<file path="config.mk">
export PLATFORM = sky130hd
export DESIGN_NAME = hpq_cell
export DESIGN_NICKNAME = d
export VERILOG_FILES = /design/src/sv/hpq_pkg.sv /design/src/sv/hpq_cell.sv
export SDC_FILE = /design/constraint.sdc
export NUM_CORES = 1
export LEC_CHECK = 0
export ABC_AREA = 1
export CAP_MARGIN = 20
export CORE_MARGIN = 2
export CORE_UTILIZATION = 30
export CTS_BUF_LIST = sky130_fd_sc_hd__clkbuf_16
export DETAILED_ROUTE_END_ITERATION = 12
export DONT_BUFFER_PORTS = 1
export PLACE_DENSITY_LB_ADDON = 0.25
export SLEW_MARGIN = 40
export SYNTH_ARGS = -nofsm -noshare
export SYNTH_HDL_FRONTEND = slang
export SYNTH_SLANG_ARGS = --single-unit
</file>
<file path="constraint.sdc">
create_clock -name i_clk -period 8.8 [get_ports i_clk]
set_clock_uncertainty 0.1 [all_clocks]
set_input_delay 0.44 -clock i_clk [delete_from_list [all_inputs] [get_ports i_clk]]
set_output_delay 0.44 -clock i_clk [all_outputs]
set_load 0.02 [all_outputs]
</file>
<file path="src/sv/hpq_pkg.sv">
package hpq_pkg;

    // default number of stored values
    localparam int HPQ_DEPTH   = 1024;

    localparam int HPQ_VALUE_W = 32;
    localparam int HPQ_COUNT_W = 11;
    // node numbers (1-based) between cells, wide enough for the largest depth of 65536
    localparam int HPQ_NODE_W  = 17;
    // remaining-level counter carried by a down request
    localparam int HPQ_DEPTH_W = 5;

    // request function codes
    localparam logic [1:0] HPQ_FUNC_PUSH = 2'd0;
    localparam logic [1:0] HPQ_FUNC_POP  = 2'd1;
    localparam logic [1:0] HPQ_FUNC_PEEK = 2'd2;

    // down-going operations between levels
    localparam logic [1:0] HPQ_OP_INS   = 2'd0;
    localparam logic [1:0] HPQ_OP_FETCH = 2'd1;
    localparam logic [1:0] HPQ_OP_SIFT  = 2'd2;

    // up-going message kinds
    localparam logic HPQ_UP_WB  = 1'b0;
    localparam logic HPQ_UP_RET = 1'b1;

    typedef struct packed {
        logic [1:0]                     func;
        logic signed [HPQ_VALUE_W-1:0]  value;
    } t_hpq_in;

    typedef struct packed {
        logic signed [HPQ_VALUE_W-1:0]  top_value;
        logic [HPQ_COUNT_W-1:0]         count;
        logic                           empty_res;
        logic                           dropped;
    } t_hpq_out;

    // request handed from one level to the next one down
    typedef struct packed {
        logic                           valid;
        logic [1:0]                     op;
        logic signed [HPQ_VALUE_W-1:0]  value;
        logic [HPQ_NODE_W-1:0]          node;
        logic [HPQ_DEPTH_W-1:0]         depth;
        logic [HPQ_NODE_W-1:0]          cnt;
    } t_hpq_down;

    // message handed from one level to the one above
    typedef struct packed {
        logic                           valid;
        logic                           kind;
        logic signed [HPQ_VALUE_W-1:0]  value;
        logic [HPQ_NODE_W-1:0]          node;
    } t_hpq_up;

endpackage

</file>
<file path="src/sv/hpq_cell.sv">
module hpq_cell #(
    parameter int LEVEL = 1
) (
    input  logic               i_clk,
    input  logic               i_rst_n,
    input  hpq_pkg::t_hpq_down i_down,
    output hpq_pkg::t_hpq_down o_down,
    input  hpq_pkg::t_hpq_up   i_up,
    output hpq_pkg::t_hpq_up   o_up,
    output logic               o_done
);
    import hpq_pkg::*;

    // one row holds a sibling pair: left child in one array, right in the other
    localparam int RW   = (LEVEL > 1) ? LEVEL - 1 : 1;
    localparam int ROWS = 1 << RW;
    localparam int NW   = HPQ_NODE_W;

    localparam logic S_IDLE = 1'b0;
    localparam logic S_RD   = 1'b1;

    logic signed [HPQ_VALUE_W-1:0] r_mem_l [ROWS];
    logic signed [HPQ_VALUE_W-1:0] r_mem_r [ROWS];
    logic signed [HPQ_VALUE_W-1:0] r_rd_l;
    logic signed [HPQ_VALUE_W-1:0] r_rd_r;

    logic      r_state, n_state;
    t_hpq_down r_tok, n_tok;
    t_hpq_down r_down, n_down;
    t_hpq_up   r_up, n_up;
    logic      r_done, n_done;

    logic                          we;
    logic                          wsel;
    logic [RW-1:0]                 wrow;
    logic signed [HPQ_VALUE_W-1:0] wdata;
    logic                          rd_en;
    logic [RW-1:0]                 rd_row;

    logic [NW-1:0]                 j_in;
    logic [NW-1:0]                 j_tok;
    logic                          kids_in;
    logic signed [HPQ_VALUE_W-1:0] node_val;
    logic                          ins_win;
    logic                          right_ok;
    logic                          pick_r;
    logic signed [HPQ_VALUE_W-1:0] child_val;
    logic [NW-1:0]                 c_node;
    logic                          c_kids;

    // node on the insert or fetch path at this level
    assign j_in  = i_down.node >> i_down.depth;
    assign j_tok = r_tok.node >> r_tok.depth;

    // sift: does the parent have a left child at this level
    assign kids_in  = ({i_down.node, 1'b0} <= {1'b0, i_down.cnt});

    assign node_val = j_tok[0] ? r_rd_r : r_rd_l;
    assign ins_win  = r_tok.value > node_val;

    // larger child, right one on a tie
    assign right_ok  = ({r_tok.node, 1'b1} <= {1'b0, r_tok.cnt});
    assign pick_r    = right_ok && !(r_rd_l > r_rd_r);
    assign child_val = pick_r ? r_rd_r : r_rd_l;
    assign c_node    = {r_tok.node[NW-2:0], pick_r};
    assign c_kids    = ({c_node, 1'b0} <= {1'b0, r_tok.cnt});

    always_comb begin
        n_state = r_state;
        n_tok   = r_tok;
        n_down  = '0;
        n_up    = '0;
        n_done  = 1'b0;
        we      = 1'b0;
        wsel    = 1'b0;
        wrow    = '0;
        wdata   = '0;
        rd_en   = 1'b0;
        rd_row  = '0;

        // traffic from the level below
        if (i_up.valid) begin
            if (i_up.kind == HPQ_UP_WB) begin
                we    = 1'b1;
                wrow  = RW'(i_up.node >> 1);
                wsel  = i_up.node[0];
                wdata = i_up.value;
            end else begin
                n_up = i_up;
            end
        end

        unique case (r_state)
            S_IDLE: begin
                if (i_down.valid) begin
                    case (i_down.op)
                        HPQ_OP_INS: begin
                            if (i_down.depth == '0) begin
                                we     = 1'b1;
                                wrow   = RW'(j_in >> 1);
                                wsel   = j_in[0];
                                wdata  = i_down.value;
                                n_done = 1'b1;
                            end else begin
                                rd_en   = 1'b1;
                                rd_row  = RW'(j_in >> 1);
                                n_tok   = i_down;
                                n_state = S_RD;
                            end
                        end
                        HPQ_OP_FETCH: begin
                            if (i_down.depth == '0) begin
                                rd_en   = 1'b1;
                                rd_row  = RW'(j_in >> 1);
                                n_tok   = i_down;
                                n_state = S_RD;
                            end else begin
                                n_down       = i_down;
                                n_down.depth = i_down.depth - 1'b1;
                            end
                        end
                        HPQ_OP_SIFT: begin
                            if (!kids_in) begin
                                n_up.valid = 1'b1;
                                n_up.kind  = HPQ_UP_WB;
                                n_up.value = i_down.value;
                                n_up.node  = i_down.node;
                                n_done     = 1'b1;
                            end else begin
                                rd_en   = 1'b1;
                                rd_row  = RW'(i_down.node);
                                n_tok   = i_down;
                                n_state = S_RD;
                            end
                        end
                        default: ;
                    endcase
                end
            end
            S_RD: begin
                n_state = S_IDLE;
                case (r_tok.op)
                    HPQ_OP_INS: begin
                        n_down       = r_tok;
                        n_down.depth = r_tok.depth - 1'b1;
                        if (ins_win) begin
                            we           = 1'b1;
                            wrow         = RW'(j_tok >> 1);
                            wsel         = j_tok[0];
                            wdata        = r_tok.value;
                            n_down.value = node_val;
                        end
                    end
                    HPQ_OP_FETCH: begin
                        n_up.valid = 1'b1;
                        n_up.kind  = HPQ_UP_RET;
                        n_up.value = node_val;
                    end
                    HPQ_OP_SIFT: begin
                        n_up.valid = 1'b1;
                        n_up.kind  = HPQ_UP_WB;
                        n_up.node  = r_tok.node;
                        if (child_val > r_tok.value) begin
                            n_up.value = child_val;
                            if (c_kids) begin
                                n_down      = r_tok;
                                n_down.node = c_node;
                            end else begin
                                // promoted child has no children: entry settles here
                                we     = 1'b1;
                                wrow   = RW'(c_node >> 1);
                                wsel   = c_node[0];
                                wdata  = r_tok.value;
                                n_done = 1'b1;
                            end
                        end else begin
                            n_up.value = r_tok.value;
                            n_done     = 1'b1;
                        end
                    end
                    default: ;
                endcase
            end
            default: n_state = S_IDLE;
        endcase
    end

    always_ff @(posedge i_clk) begin
        if (we) begin
            if (wsel) begin
                r_mem_r[wrow] <= wdata;
            end else begin
                r_mem_l[wrow] <= wdata;
            end
        end
        if (rd_en) begin
            r_rd_l <= r_mem_l[rd_row];
            r_rd_r <= r_mem_r[rd_row];
        end
    end

    always_ff @(posedge i_clk) begin
        if (!i_rst_n) begin
            r_state <= S_IDLE;
            r_down  <= '0;
            r_up    <= '0;
            r_done  <= 1'b0;
        end else begin
            r_state <= n_state;
            r_down  <= n_down;
            r_up    <= n_up;
            r_done  <= n_done;
        end
    end

    always_ff @(posedge i_clk) begin
        r_tok <= n_tok;
    end

    assign o_down = r_down;
    assign o_up   = r_up;
    assign o_done = r_done;

endmodule

</file>
# Yosys cells after proc, flatten, opt, wreduce, memory -nomap -nowiden
# Memories as Yosys holds them, arrays and structs flattened. A register that Yosys moved wholly into a read port is not among the register bits.
# Index checks and enable logic that the tools add are counted.
# totals
input_bits	127
latch_bits	0
n_memories	2
romBits	0
elab_cells	134
out_inout_bits	126
ramBits	128
ff_bits	201
# op_classes
n_mul	0
magnitude_cmp	6
n_mux	89
n_addsub	2
bitwise_logic	1
eq_ne	7
div_mod_pow	0
reduce_logical	7
shifts	2
# mem_list
name	depth	width	rd	rd_ports_with_merged_regs	write_ports	line_no	rtl
r_mem_l	2	32	1	1	1	hpq_cell.sv:22	logic signed [HPQ_VALUE_W-1:0] r_mem_l [ROWS];
r_mem_r	2	32	1	1	1	hpq_cell.sv:23	logic signed [HPQ_VALUE_W-1:0] r_mem_r [ROWS];
# ops
op	count
74-bit 2-to-1 mux	8
32-bit 2-to-1 mux	12
74-bit one-hot mux with 2 select lines	2
51-bit 2-to-1 mux	5
74-bit one-hot mux with 3 select lines	1
32-bit one-hot mux with 2 select lines	2
51-bit one-hot mux with 2 select lines	1
32-bit greater-than comparator	3
34-bit one-hot mux with 2 select lines	1
18-bit by 17-bit <= comparator with 1-bit output	3
1-bit 2-to-1 mux	45
17-bit by 5-bit >> shifter with 2-bit output	2
1-bit one-hot mux with 2 select lines	9
17-bit 2-to-1 mux	1
5-bit by 1-bit subtractor with 5-bit output, second input constant	2
2-bit != test, second input constant	3
1-bit one-hot mux with 3 select lines	2
6-bit AND reduction	1
5-bit zero test	1
2-bit by 1-bit == test with 1-bit output, second input constant	2
2-bit == test, second input constant	2
2-bit zero test	2
3-bit nonzero test	1
1-bit logical AND	1
other kinds (2)	2

# Depth between registers and ports, before layout
# logic_depth
depth_word	11
mapped_depth	42

# Worst setup path after synthesis
# Ideal clock, no wire load.
# synth_timing
kind	register to register
startpoint	register r_tok, in the netlist c_node[9]
endpoint	memory r_mem_l[0][0] (enable)
setup_ps	421
path_slack_ps	3237
arrival_ps	5042
period_less_slack_ps	5563
path_stages_with_launch	29
cell_sequence	edfxtp_1 > ha_1 > inv_1 > nor3_2 > nand2_1 > or4_1 > nand2_1 > nand2_1 > buf_6 > buf_6 > nand2_1 > o21ai_1 > ha_1 > a21oi_1 > o21a_1 > nand2_1 > a21oi_1 > nand2_1 > nand2_1 > nand3_4 > nor2_2 > nand2_1 > nand3_1 > nand2_1 > nand2_1 > nand2_1 > nand2_1 > nand2_1 > nor2_1
# synth_via
elab_chain_len	10
word_cells_on_any_way	26
# synth_rtl
item	line_no	rtl
start: declaration	hpq_cell.sv:28	t_hpq_down r_tok, n_tok;
start signal: assignment	hpq_cell.sv:217	r_tok <= n_tok;
18-bit by 17-bit <= comparator with 1-bit output	hpq_cell.sv:62	assign right_ok = ({r_tok.node, 1'b1} <= {1'b0, r_tok.cnt});
1-bit logical AND	hpq_cell.sv:63	assign pick_r = right_ok && !(r_rd_l > r_rd_r);
32-bit 2-to-1 mux or 18-bit by 17-bit <= comparator with 1-bit output (tied branches)	hpq_cell.sv:64, hpq_cell.sv:66	
32-bit greater-than comparator or 1-bit 2-to-1 mux (tied branches)	hpq_cell.sv:163, hpq_cell.sv:165	
1-bit 2-to-1 mux	hpq_cell.sv:163	if (child_val > r_tok.value) begin
1-bit one-hot mux with 2 select lines	hpq_cell.sv:142	case (r_tok.op)
1-bit one-hot mux with 2 select lines	hpq_cell.sv:93	unique case (r_state)
1-bit 2-to-1 mux	hpq_cell.sv:190	if (wsel) begin
1-bit 2-to-1 mux	hpq_cell.sv:189	if (we) begin
1-bit 2-to-1 mux (implied by the code)	hpq_cell.sv:193	r_mem_l[wrow] <= wdata;
end: declaration	hpq_cell.sv:22	
# Several ways; a longest one is shown, not always the timed one.

# Final worst setup path
# layout_timing
startpoint	register r_tok, in the netlist c_node[9]
endpoint	memory r_mem_l[1][14] (enable)
# Same word-level chain as after synthesis.

==> reports/results.txt <==
Setup slack on the critical path of the routed design comes to 1.43 ns. The tools report the overall track demand over capacity in global routing as 0.225. The routed layout has 20250 vias. The minimum clock period was 7.37 ns; the fraction of met1 tracks used by global routing was 0.281. The logs give 59.9 mm for the HPWL after detailed placement and 7.50 ns for the data arrival time of the worst path. After detailed routing, the number of remaining DRC violations is 0. The initialized floorplan defines 100 standard-cell rows. At the pin with the least slew margin, the transition time is 0.825 ns. The min-delay analysis places its worst path in the category in2reg.

The wire length of the first global-routing pass is 131 mm. Number of flops mapped to enable cells by yosys: 265. The count of pins on the block boundary is 253. The run finished with clean final reports. IR analysis of the VDD net gives a maximum drop of 0.000122 V.

Yosys printed 0 warnings. The initial antenna violation count is 3, and the share of the clock period used by the worst path is 0.838. The simple-gate area share of the yosys netlist was 0.161; the placement-stage worst setup slack was 1.58 ns. The overall die height is 279 µm.

The combinational family with the most area after synthesis is compound AO/OA/AOI/OAI gates. Type of the setup path with the least slack: reg2reg. The final number of max-transition violations was 0. The ratio of total power to cell area was 187 mW/mm².

The tools report the starting utilization of the core area as 0.304. Including well taps, the total number of placed cells is 3569. The tools report the net count reported at finish as 3020. The adder and majority cell fraction of the synthesized area is 0.0820. The multiplexer share of the synthesized area works out to 0.0317.

The post-synthesis share of cell area spent on xor and xnor gates came out at 0.000385. A synthesized cell averages 8.40 µm². Counting every sink on the clock net gives 392. The number of distinct library cells after synthesis came out at 53. Summed over all layers, the global routing overflow is 0. On the final layout, the worst hold slack is 0.0315 ns.

The max-slew headroom at the worst pin was 0.448; the cell count after synthesis was 2706. For this block, the initial DRC count from the detailed router was 1977. For the clock latency reported for the late side of the worst-skew pair, the log shows 0.61 ns.

Counting every net in the synthesized netlist gives 2982. The tools report the via count of the first global-routing pass as 19954. The logs give 0 for the post-CTS resize count and 0 ns for the summed negative setup slack over all endpoints. The number of antenna diodes in the final layout is 0.

The total area inside the core boundary comes to 0.0747 mm². The area of placed instances is 0.0237 mm². The floorplan step defined a die boundary enclosing 0.0780 mm². The largest area contributor in the netlist was edfxtp_1. Synthesized-area fraction occupied by ao, oa, aoi and oai cells: 0.181. In the synthesized netlist the dominant register cell turns out to be edfxtp_1. The tools report the total area of multi-input combinational cells as 0.0104 mm².

Port buffering added 0 buffers. Counting the buffers created by CTS gives 49. The detail route stage leaves a number of antenna-violating nets equal to 0.

Setup violations remaining at the end of the flow were counted as 0. Sorting the synthesized cells by area gives the leading types as edfxtp_1 (35%), dfxtp_1 (11%), nand2_1 (10%), ha_1 (8.2%), o21ai_0 (6.0%). The storage element area is 0.0105 mm². TritonCTS built the clock tree. The synthesized flop and latch total came out at 392. The routed design has 89.9 mm of wire.

The clock transition at the registers of the reported paths is 0.06 ns, and the post-synthesis sequential area ratio is 0.462. The proportion of register bits with asynchronous set or reset after synthesis came out at 0. The layout cell share with drive strength beyond 1 works out to 0.0862.

Signed area change from the synthesized netlist to the final layout: 15.6%. For the required time at the worst-slack endpoint, the log shows 8.93 ns. The final count of hold timing violations is 0, and the average wire per cell in the routed design is 24.0 µm.

The first detailed-routing pass took 6 iterations. Setup repair after global routing left no endpoint under its margin. Across the run, the number of max-cap violations was 0. The largest net degree at the start of global routing was 71. The tools report the top achievable clock speed as 0.136 GHz.

Of all nets on the critical path, the largest fanout is 49. For the synthesized cell area, the log shows 0.0227 mm². Among all cell types in the netlist, the one instantiated most often is nand2_1. The tree is rooted in a clkbuf_16. For the met2 track utilization from global routing, the log shows 0.373. Busiest metal layer after global routing: met2.

The run gives 0.0448 as the met3 usage. Element type at the critical path start: a flop. The post-detailed-route via-to-cell ratio is 5.40. The design draws 4.92 mW. The clock passes through at most 3 buffers. The run gives 11.1 nW as the leakage power.

The number of filler instances in the final layout is 7719, and the final weighted congestion in routability-driven placement is 0.933. The commonest cells after synthesis are nand2_1 (627), inv_1 (318), o21ai_0 (271). The core occupancy in the finished layout came out at 0.352.

Final design area excluding fillers: 0.0263 mm². The H-tree generated during clock tree synthesis spans 2 levels. The floorplan step set the die width to 279 µm. Share of the synthesized area in the top cell type: 0.350. The worst setup path is captured at a flop. The number of standard cells in the final layout excluding fillers came out at 3753.
==> worst paths after layout <==
| path | endpoint | depth (start not counted) | startpoint | slack [ns] |
|---|---|---|---|---|
| hold / removal | o_up[2] | 4 | i_down[24] | 0.03 |
| setup reg to reg | r_mem_l[1][14] | 27 | c_node[9] | 1.43 |
| setup / recovery | r_mem_l[1][14] | 27 | c_node[9] | 1.43 |
| hold reg to reg | r_rd_l[30] | 1 | r_mem_l[1][30] | 0.43 |
==> worst max-delay path: stages, from the launching register on <==
cell      delay (ns)
edfxtp_1        0.56
ha_1            0.37
inv_1           0.06
nor3_2          0.29
nand2_1         0.09
or4_1           0.40
nand2_1         0.23
nand2_4         0.38
nand2_1         0.16
o21ai_1         0.13
ha_1            0.35
nand2_1         0.07
nor2_1          0.23
nand4_1         0.32
nor3b_2         0.45
nand2_1         0.16
nand3_2         0.12
nand3_4         0.50
nor2_4          0.65
nand2_1         0.13
nand3_1         0.12
nand2_1         0.07
nand2_1         0.07
nand2_1         0.05
nand2_1         0.16
nand2_1         0.13
nor2_2          0.11
buf_4           0.45
==> cells in the final DEF (no fill, tap or decap), drive strengths merged <==
master       instances
nand3               84
or4                  1
clkinvlp             5
dfxtp              127
nand4               20
dlygate4sd3         92
o21a                 7
ha                 149
o31ai                6
mux2                64
bufinv               7
o21bai              31
edfxtp             265
o221ai              26
a31oi                3
nor3                 8
o311ai               2
a31o                 1
a21oi              254
nand3b               1
clkinv              23
buf                 37
nor3b                1
nand2              632
a21boi               5
or2                  2
clkbuf              51
a21o                 1
o211ai              37
a221oi               1
a22oi                8
nor2               152
inv                332
nor4                 3
o22ai               46
xor2                 1
o21ai              299
==> timing repair <==
action	4_1_cts	5_1_grt
setup endpoints to repair	0	0
buffers inserted	0	0
hold endpoints to repair	192	1
hold buffers	92	1
==> state kept, by name, indices dropped and copies added, names as in the netlist <==
register  cells
r_mem_r      64
r_mem_l      64
c_node       16
r_tok        57
r_rd_l       32
r_rd_r       32
o_done        1
o_down       74
r_state       1
o_up         51
==> per-layer routing <==
metal,part of all wire,up-vias
met5,0.00044,-
met4,0.048,6
met3,0.081,211
met2,0.46,974
met1,0.41,9713
li1,-,9346
==> logic make-up (layout without fill, tap and decap cells) <==
| group | after synthesis | in the layout |
|---|---|---|
| adders and majority gates | 149 | 149 |
| and+or+nand+nor | 904 | 904 |
| xor gates and xnor gates | 1 | 1 |
| DFF | 392 | 392 |
| AOI/OAI and AO/OA | 727 | 727 |
| buffers and inverters | 469 | 547 |
| muxes | 64 | 64 |
==> report_power, final <==
part           total (mW)  leakage (nW)  internal (mW)  switching, mW
Clock                2.12         0.840           1.26          0.855
Combinational       0.692          6.70          0.208          0.483
Sequential           2.12          3.57           2.05         0.0689
Total                4.92          11.1           3.52           1.41
==> layout make-up <==
cell class / count / share of cell area
inverters: 327 / 0.0469
flip-flops and latches: 392 / 0.400
clock inverters: 40 / 0.0154
well taps: 969 / 0.0461
multi-input cells: 1845 / 0.397
clock buffers: 51 / 0.0485
repair buffers: 129 / 0.0469
No activity file was read; power rests on OpenSTA's default activity.
